**src/design/eoq_pkg.sv**
```systemverilog
package eoq_pkg;

    localparam int QUEUE_DEPTH_DEF = 8;
    localparam int FLOOR_COUNT = 16;
    localparam int FLOOR_W = $clog2(FLOOR_COUNT);
    localparam int FIFO_DEPTH = 2;
    localparam int FIFO_PTR_W = $clog2(FIFO_DEPTH);
    localparam int FIFO_CNT_W = $clog2(FIFO_DEPTH + 1);
    localparam int POS_W = 4;
    localparam int COUNT_W = 4;

    typedef enum logic [1:0] {
        OP_ADD    = 2'd0,
        OP_REMOVE = 2'd1,
        OP_CLEAR  = 2'd2,
        OP_FIND   = 2'd3
    } opcode_t;

    typedef enum logic [1:0] {
        BTN_UP   = 2'd0,
        BTN_DOWN = 2'd1,
        BTN_CAB  = 2'd2,
        BTN_NONE = 2'd3
    } button_t;

    typedef enum logic [2:0] {
        ST_APPENDED  = 3'd0,
        ST_FRONT     = 3'd1,
        ST_DUPLICATE = 3'd2,
        ST_FULL      = 3'd3,
        ST_REMOVED   = 3'd4,
        ST_NOT_FOUND = 3'd5,
        ST_CLEARED   = 3'd6,
        ST_FOUND     = 3'd7
    } status_t;

    typedef struct packed {
        opcode_t              op;
        logic [FLOOR_W-1:0]   floor;
        logic                 prio;
    } order_cmd_t;

endpackage

```
**src/design/eoq_front.sv**
```systemverilog
module eoq_front
    import eoq_pkg::*;
(
    input  logic [1:0]         opcode,
    input  logic [FLOOR_W-1:0] floor,
    input  logic [1:0]         button,
    input  logic               moving,
    input  logic signed [1:0]  direction,
    input  logic signed [4:0]  sensor_floor,
    input  logic [FLOOR_W-1:0] last_floor,
    input  logic [FLOOR_W-1:0] dest_floor,
    output order_cmd_t         cmd
);

    logic signed [5:0] cur_eff;
    logic signed [5:0] f_s;
    logic signed [5:0] tgt_s;
    logic              dir_pos;
    logic              dir_neg;
    logic              on_way;
    logic              same_dir;

    always_comb
    begin
        if (sensor_floor == -5'sd1)
        begin
            cur_eff = $signed({2'b00, last_floor});
        end
        else
        begin
            cur_eff = 6'(sensor_floor);
        end
        f_s      = $signed({2'b00, floor});
        tgt_s    = $signed({2'b00, dest_floor});
        dir_pos  = !direction[1] && direction[0];
        dir_neg  = direction[1];
        on_way   = (dir_pos && (f_s > cur_eff) && (f_s < tgt_s)) ||
                   (dir_neg && (f_s < cur_eff) && (f_s > tgt_s));
        same_dir = (dir_pos && (button == BTN_UP)) ||
                   (dir_neg && (button == BTN_DOWN)) ||
                   (button == BTN_CAB);
        cmd.op    = opcode_t'(opcode);
        cmd.floor = floor;
        cmd.prio  = moving && (dir_pos || dir_neg) && on_way && same_dir;
    end

endmodule

```
**src/design/eoq_fifo.sv**
```systemverilog
module eoq_fifo
    import eoq_pkg::*;
(
    input  logic       clk,
    input  logic       rst_n,
    input  logic       push,
    input  order_cmd_t push_cmd,
    input  logic       pop,
    output logic       full,
    output logic       not_empty,
    output order_cmd_t head_cmd
);

    order_cmd_t              slot_reg [FIFO_DEPTH];
    logic [FIFO_PTR_W-1:0]   wr_ptr_reg;
    logic [FIFO_PTR_W-1:0]   rd_ptr_reg;
    logic [FIFO_CNT_W-1:0]   cnt_reg;
    logic [FIFO_PTR_W-1:0]   wr_ptr_next;
    logic [FIFO_PTR_W-1:0]   rd_ptr_next;
    logic [FIFO_CNT_W-1:0]   cnt_next;
    logic                    do_push;
    logic                    do_pop;

    assign full      = (cnt_reg == FIFO_CNT_W'(FIFO_DEPTH));
    assign not_empty = (cnt_reg != '0);
    assign head_cmd  = slot_reg[rd_ptr_reg];
    assign do_push   = push && !full;
    assign do_pop    = pop && not_empty;

    always_comb
    begin
        wr_ptr_next = wr_ptr_reg;
        rd_ptr_next = rd_ptr_reg;
        cnt_next    = cnt_reg;
        if (do_push)
        begin
            wr_ptr_next = (wr_ptr_reg == FIFO_PTR_W'(FIFO_DEPTH - 1)) ? '0 : wr_ptr_reg + 1'b1;
        end
        if (do_pop)
        begin
            rd_ptr_next = (rd_ptr_reg == FIFO_PTR_W'(FIFO_DEPTH - 1)) ? '0 : rd_ptr_reg + 1'b1;
        end
        if (do_push && !do_pop)
        begin
            cnt_next = cnt_reg + 1'b1;
        end
        else if (!do_push && do_pop)
        begin
            cnt_next = cnt_reg - 1'b1;
        end
    end

    always_ff @(posedge clk or negedge rst_n)
    begin
        if (!rst_n)
        begin
            wr_ptr_reg <= '0;
            rd_ptr_reg <= '0;
            cnt_reg    <= '0;
        end
        else
        begin
            wr_ptr_reg <= wr_ptr_next;
            rd_ptr_reg <= rd_ptr_next;
            cnt_reg    <= cnt_next;
        end
    end

    always_ff @(posedge clk)
    begin
        if (do_push)
        begin
            slot_reg[wr_ptr_reg] <= push_cmd;
        end
    end

endmodule

```
**src/design/eoq_back.sv**
```systemverilog
module eoq_back
    import eoq_pkg::*;
#(
    parameter int QUEUE_DEPTH = QUEUE_DEPTH_DEF
)
(
    input  logic               clk,
    input  logic               rst_n,
    input  logic               cmd_valid,
    input  order_cmd_t         cmd,
    output logic               done,
    output logic [2:0]         status,
    output logic [POS_W-1:0]   position,
    output logic               head_valid,
    output logic [FLOOR_W-1:0] head_floor,
    output logic [COUNT_W-1:0] count
);

    localparam int IDX_W = $clog2(QUEUE_DEPTH);
    localparam int CNT_W = $clog2(QUEUE_DEPTH + 1);

    logic [FLOOR_W-1:0] list_reg  [QUEUE_DEPTH];
    logic [FLOOR_W-1:0] list_next [QUEUE_DEPTH];
    logic [CNT_W-1:0]   cnt_reg;
    logic [CNT_W-1:0]   cnt_next;
    logic               done_reg;
    status_t            status_reg;
    status_t            status_next;
    logic [POS_W-1:0]   position_reg;
    logic [POS_W-1:0]   position_next;
    logic               head_valid_reg;
    logic [FLOOR_W-1:0] head_floor_reg;
    logic [COUNT_W-1:0] count_reg;

    logic [QUEUE_DEPTH-1:0] match;
    logic                   found;
    logic [IDX_W-1:0]       idx;
    logic                   is_full;

    always_comb
    begin
        found = 1'b0;
        idx   = '0;
        for (int i = 0; i < QUEUE_DEPTH; i++)
        begin
            match[i] = (CNT_W'(i) < cnt_reg) && (list_reg[i] == cmd.floor);
        end
        for (int i = QUEUE_DEPTH - 1; i >= 0; i--)
        begin
            if (match[i])
            begin
                found = 1'b1;
                idx   = IDX_W'(i);
            end
        end
    end

    assign is_full = (cnt_reg >= CNT_W'(QUEUE_DEPTH));

    always_comb
    begin
        list_next     = list_reg;
        cnt_next      = cnt_reg;
        status_next   = ST_NOT_FOUND;
        position_next = found ? POS_W'(idx) : '1;
        unique case (cmd.op)
            OP_ADD:
            begin
                if (is_full)
                begin
                    status_next   = ST_FULL;
                    position_next = '1;
                end
                else if (cmd.prio)
                begin
                    status_next  = ST_FRONT;
                    list_next[0] = cmd.floor;
                    for (int i = 1; i < QUEUE_DEPTH; i++)
                    begin
                        if (found && (IDX_W'(i - 1) >= idx))
                        begin
                            list_next[i] = list_reg[i];
                        end
                        else
                        begin
                            list_next[i] = list_reg[i - 1];
                        end
                    end
                    if (!found)
                    begin
                        cnt_next = cnt_reg + 1'b1;
                    end
                end
                else if (!found)
                begin
                    status_next = ST_APPENDED;
                    for (int i = 0; i < QUEUE_DEPTH; i++)
                    begin
                        if (CNT_W'(i) == cnt_reg)
                        begin
                            list_next[i] = cmd.floor;
                        end
                    end
                    cnt_next = cnt_reg + 1'b1;
                end
                else
                begin
                    status_next = ST_DUPLICATE;
                end
            end
            OP_REMOVE:
            begin
                if (found)
                begin
                    status_next = ST_REMOVED;
                    for (int i = 0; i < QUEUE_DEPTH; i++)
                    begin
                        if (IDX_W'(i) >= idx)
                        begin
                            list_next[i] = (i + 1 < QUEUE_DEPTH) ?
                                           list_reg[(i + 1) % QUEUE_DEPTH] : '0;
                        end
                    end
                    cnt_next = cnt_reg - 1'b1;
                end
            end
            OP_CLEAR:
            begin
                status_next   = ST_CLEARED;
                position_next = '1;
                for (int i = 0; i < QUEUE_DEPTH; i++)
                begin
                    list_next[i] = '0;
                end
                cnt_next = '0;
            end
            OP_FIND:
            begin
                status_next = found ? ST_FOUND : ST_NOT_FOUND;
            end
            default:
            begin
                status_next = ST_NOT_FOUND;
            end
        endcase
    end

    always_ff @(posedge clk or negedge rst_n)
    begin
        if (!rst_n)
        begin
            for (int i = 0; i < QUEUE_DEPTH; i++)
            begin
                list_reg[i] <= '0;
            end
            cnt_reg  <= '0;
            done_reg <= 1'b0;
        end
        else
        begin
            done_reg <= cmd_valid;
            if (cmd_valid)
            begin
                list_reg <= list_next;
                cnt_reg  <= cnt_next;
            end
        end
    end

    always_ff @(posedge clk)
    begin
        if (cmd_valid)
        begin
            status_reg     <= status_next;
            position_reg   <= position_next;
            head_valid_reg <= (cnt_next != '0);
            head_floor_reg <= list_next[0];
            count_reg      <= COUNT_W'(cnt_next);
        end
    end

    assign done       = done_reg;
    assign status     = status_reg;
    assign position   = position_reg;
    assign head_valid = head_valid_reg;
    assign head_floor = head_floor_reg;
    assign count      = count_reg;

endmodule

```
**src/design/elevator_order_queue_unit.sv**
```systemverilog
// A transaction accepted at a clock edge is executed at the next edge; its result,
// with done high, is on the outputs for the one cycle that starts at that next edge.
// One transaction per cycle; the list engine finishes any operation without stalling.
// busy stays low: the back end drains the two-entry command queue every cycle, so it never
// fills; the receiver cannot stall.
// Reset (rst_n low, asynchronous) empties the list and the command queue, done stays low.
module elevator_order_queue_unit
    import eoq_pkg::*;
#(
    parameter int QUEUE_DEPTH = QUEUE_DEPTH_DEF
)
(
    input  logic               clk,
    input  logic               rst_n,
    input  logic               start,
    output logic               busy,
    input  logic [1:0]         opcode,
    input  logic [FLOOR_W-1:0] floor,
    input  logic [1:0]         button,
    input  logic               moving,
    input  logic signed [1:0]  direction,
    input  logic signed [4:0]  sensor_floor,
    input  logic [FLOOR_W-1:0] last_floor,
    input  logic [FLOOR_W-1:0] dest_floor,
    output logic               done,
    output logic [2:0]         status,
    output logic [POS_W-1:0]   position,
    output logic               head_valid,
    output logic [FLOOR_W-1:0] head_floor,
    output logic [COUNT_W-1:0] count
);

    order_cmd_t in_cmd;
    order_cmd_t q_cmd;
    logic       q_full;
    logic       q_valid;

    eoq_front u_front (
        .opcode       (opcode),
        .floor        (floor),
        .button       (button),
        .moving       (moving),
        .direction    (direction),
        .sensor_floor (sensor_floor),
        .last_floor   (last_floor),
        .dest_floor   (dest_floor),
        .cmd          (in_cmd)
    );

    eoq_fifo u_fifo (
        .clk       (clk),
        .rst_n     (rst_n),
        .push      (start),
        .push_cmd  (in_cmd),
        .pop       (q_valid),
        .full      (q_full),
        .not_empty (q_valid),
        .head_cmd  (q_cmd)
    );

    eoq_back #(
        .QUEUE_DEPTH (QUEUE_DEPTH)
    ) u_back (
        .clk        (clk),
        .rst_n      (rst_n),
        .cmd_valid  (q_valid),
        .cmd        (q_cmd),
        .done       (done),
        .status     (status),
        .position   (position),
        .head_valid (head_valid),
        .head_floor (head_floor),
        .count      (count)
    );

    assign busy = q_full;

endmodule

```
**config.mk**
```make
export PLATFORM = sky130hd
export DESIGN_NAME = elevator_order_queue_unit
export DESIGN_NICKNAME = d
export VERILOG_FILES = /design/src/design/eoq_pkg.sv /design/src/design/eoq_front.sv /design/src/design/eoq_fifo.sv /design/src/design/eoq_back.sv /design/src/design/elevator_order_queue_unit.sv
export SDC_FILE = /design/constraint.sdc
export NUM_CORES = 1
export LEC_CHECK = 0
export BUFFER_PORTS_ARGS = -buffer_cell sky130_fd_sc_hd__buf_2
export CAP_MARGIN = 20
export CELL_PAD_IN_SITES_DETAIL_PLACEMENT = 1
export CELL_PAD_IN_SITES_GLOBAL_PLACEMENT = 2
export CORE_UTILIZATION = 39
export DETAILED_ROUTE_END_ITERATION = 10
export HOLD_SLACK_MARGIN = 0.1
export PLACE_DENSITY = 0.93
export SYNTH_ARGS = -nofsm -noshare
export SYNTH_HDL_FRONTEND = slang
export SYNTH_SLANG_ARGS = --single-unit
```
**constraint.sdc**
```tcl
create_clock -name clk -period 4.2 [get_ports clk]
set_input_delay 0.63 -clock clk [delete_from_list [all_inputs] [get_ports clk]]
set_output_delay 0.63 -clock clk [all_outputs]
set_load 0.03 [all_outputs]
```
==> qor.yml <==
placed_design:
  dp_hpwl_mm: 9.301
  dp_cells: 630
  place_congestion: 0.8765
  place.port_buffers: 44
  postPlaceCellArea_mm2: 0.004967
setup_path:
  reg2reg_to: "u_back.list_reg[11]"
  cpMostUsedCell: "o21ai_0"
  setup.worst_path.end: "u_back.list_reg[11]"
  cp_slowest_cell: "or4_1"
  r2r_cells: 9
  cp.arrival_ns: 4.01
  cp_slowest_stage_delay_ns: 0.65
  path_max_fanout: 18
  start_kind: "flop"
  path_cells: "mux2i_4, xor2_1, o21ai_0, or4_1, nand3_4, nor3_1, o21ai_0, o2bb2ai_1, mux2_1"
  rr_startpoint: "u_fifo.rd_ptr_reg"
  worstSetupPathType: "reg2reg"
  reg2reg_slack_ns: 0.40
  cp-startpoint: "u_fifo.rd_ptr_reg"
  cp.required_ns: 4.42
  endpoint_kind: "flop"
yosys:
  yosysWarnings: 0
  synth.distinct_cells: 55
  ys.flop_type: "dfrtp_1"
  synth.most_common_cell: "nor2_1"
  synth_top_area_share_pct: 22.42
  synth_area_leaders: "dfrtp_1 22%, edfxtp_1 20%, mux2_2 6.9%"
  synth-edff-count: 30
  ys_seq_area_share_pct: 42.11
  synth_adder_area_share_pct: 3.828
  ys_top_cells_by_count: "51 x nor2_1, 41 x dfrtp_1, 30 x edfxtp_1"
  ys_ff_latch: 71
  syn_nets: 493
  synth-compound-area-share_pct: 17.09
  synth_simple_gate_area_share_pct: 14.22
  syn_area_per_cell_um2: 10.12
  syn_area_mm2: 0.004576
  syn_inst: 452
  synth_top_family_by_area: "compound AO/OA/AOI/OAI gates"
  ys_async_sr_fraction_pct: 57.75
  synth_top_area_cell: "dfrtp_1"
  synth_xor_area_share_pct: 7.274
  synthMuxAreaShare_pct: 12.09
finish:
  largest_reg_flops: 32
  regArea_mm2: 0.001927
  num_antenna_cells: 0
  multi_input_area_mm2: 0.002506
  area_growth_pct: 15.18
  nNetsFinal: 540
  stdcell_area_mm2: 0.005270
  layout.filler_cells: 1301
  stdcell_count: 647
  drive_gt1_share_pct: 21.23
floorplanning:
  start_util_pct: 40.07
  rows: 39
  io-pin-count: 45
  die_h_um: 110.3
  core_mm2: 0.01142
  die_w_um: 110.3
  die_area_mm2: 0.01217
drt:
  route.detailed.drc: 0
  postRouteAntennaNets: 0
  routed_wl_mm: 12.51
  drt_first_pass_iters: 4
  vias_per_cell: 5.774
  via_count: 3736
  initialDrtViolationCount: 123
  routedWlPerCell_um: 19.33
sta:
  slew_headroom_pct: 48.43
  holdWs_ns: 0.2179
  skew_ns: 0.007373
  tns_ns: 0
  tightest_slew_ns: 0.7655
  setup_viol: 0
  fin_crit_sh_pct: 90.36
  fmax_mhz: 263.5
  fin_crit_ns: 3.795
  rsz0062_at_grt: "no"
  maxSlewViolCount: 0
  hold_viol_final: 0
global_routing:
  grt_antenna_before_repair: 0
  grt_max_degree: 42
  gr-usage-met2_pct: 40.15
  track_usage_pct: 22.66
  overflow: 0
  use_met3_pct: 3.939
  grt-busiest-layer: "met2"
  grt_pass1_vias: 4004
  grt_util_met1_pct: 27.14
  grt_pass1_wl_mm: 20.65
clock_tree:
  cts.sinks: 71
  hold_buffers: 0
  cts-htree-levels: 3
  clock_latency_ns: 0.34
  numCtsBuffers: 9
  path_clk_slew_ns: 0.06
  cts_root_buf: "clkbuf_16"
  cts_setup_buffers: 0
  clock_path_buffers: 2
  ctsResizeCount: 0
  cts_tree: "built"
pwr:
  leakage_nw: 2.287
  ir_drop_mv: 0.3627
  cellPowerDensity_mw_per_mm2: 980.0
hold_path:
  hold_path_class: "in2async"
status:
  outcome: "finished, final reports clean"
run:
  drv_cap: 0
[worst min-delay path by stage]
stage                            startpoint                    end  depth (start not counted)
after floorplan                       rst_n      u_back.cnt_reg[0]                          0
after global placement    u_fifo.cnt_reg[1]      u_fifo.cnt_reg[1]                          1
after detailed placement  u_fifo.cnt_reg[1]      u_fifo.cnt_reg[1]                          1
after CTS                         opcode[0]  u_fifo.slot_reg[1][5]                          1
after global routing                  rst_n            u_back.done                          1
final                                 rst_n            u_back.done                          1
[kinds of logic (layout without fill, tap and decap cells)]
kind of cell	after synthesis	after routing
and+or+nand+nor	135	135
AOI/OAI and AO/OA	112	112
DFF	71	71
muxes	45	45
xor gates and xnor gates	38	38
buffers and inverters	37	89
adders and majority gates	14	14
[power breakdown]
| part | switching (mW) | internal [mW] | total [mW] | leakage [nW] |
|---|---|---|---|---|
| Clock | 0.280 | 0.455 | 0.735 | 0.143 |
| Sequential | 0.332 | 1.09 | 1.42 | 0.835 |
| Combinational | 1.82 | 1.19 | 3.01 | 1.31 |
| Total | 2.43 | 2.73 | 5.16 | 2.29 |
[worst max-delay path, delay by kind of cell (launching register included)]
kind             cells  cell delay [ns]
multiplexers         2             0.89
XOR/XNOR             1             0.18
flip-flops           1             0.61
AO/OA/AOI/OAI        3             0.93
AND/OR/NAND/NOR      3             1.04
[cell usage in the layout, fill, tap and decap left out, drive strengths merged, types with 3 or more instances in the layout]
| cell | Yosys | routed |
|---|---|---|
| a22o | 3 | 3 |
| dfrtp | 41 | 41 |
| inv | 19 | 19 |
| xnor2 | 28 | 28 |
| nor2 | 52 | 52 |
| clkbuf | 13 | 11 |
| o22ai | 4 | 4 |
| nor2b | 3 | 3 |
| and3 | 4 | 4 |
| o2bb2ai | 25 | 25 |
| xor2 | 10 | 10 |
| o221ai | 3 | 3 |
| a21o | 5 | 5 |
| nor3 | 14 | 14 |
| a21oi | 18 | 18 |
| nand3 | 12 | 12 |
| mux2 | 32 | 32 |
| edfxtp | 30 | 30 |
| clkinv | 1 | 5 |
| o211ai | 5 | 5 |
| ha | 14 | 14 |
| nand2 | 24 | 24 |
| buf | 4 | 53 |
| or2 | 3 | 3 |
| o21ai | 26 | 26 |
| o21bai | 3 | 3 |
| or3 | 3 | 3 |
| mux2i | 13 | 13 |
| nand2b | 6 | 6 |
| nand4 | 8 | 8 |
| a211oi | 3 | 3 |
[final cells by class]
type                            count  share of cell area, %
Clock buffer                       11                  4.416
Inverter                           20                  1.425
Multi-Input combinational cell    344                  47.55
Sequential cell                    71                  36.56
Clock inverter                      5                 0.9497
Tap cell                          143                  3.395
Timing Repair Buffer               53                  5.698
[through the flow]
step / util, % / setup WS [ns] / total power, mW
3_5_place_dp: 43.50 / 0.4343 / 4.419
5_1_grt: 46.15 / 0.1456 / 5.529
4_1_cts: 45.98 / 0.4074 / 5.182
2_1_floorplan: - / 1.064 / 3.600
6_report: 46.15 / 0.4048 / 5.165
3_3_place_gp: 43.50 / 0.6079 / 4.292
[metal layers]
layer	wire length, um	vias to the layer above	share of wire, %
li1	-	1754	-
met1	5424	1871	43
met2	6396	90	51
met3	434	21	3.5
met4	250	0	2.0
met5	0	-	0
(Power assumes the default switching activity.)
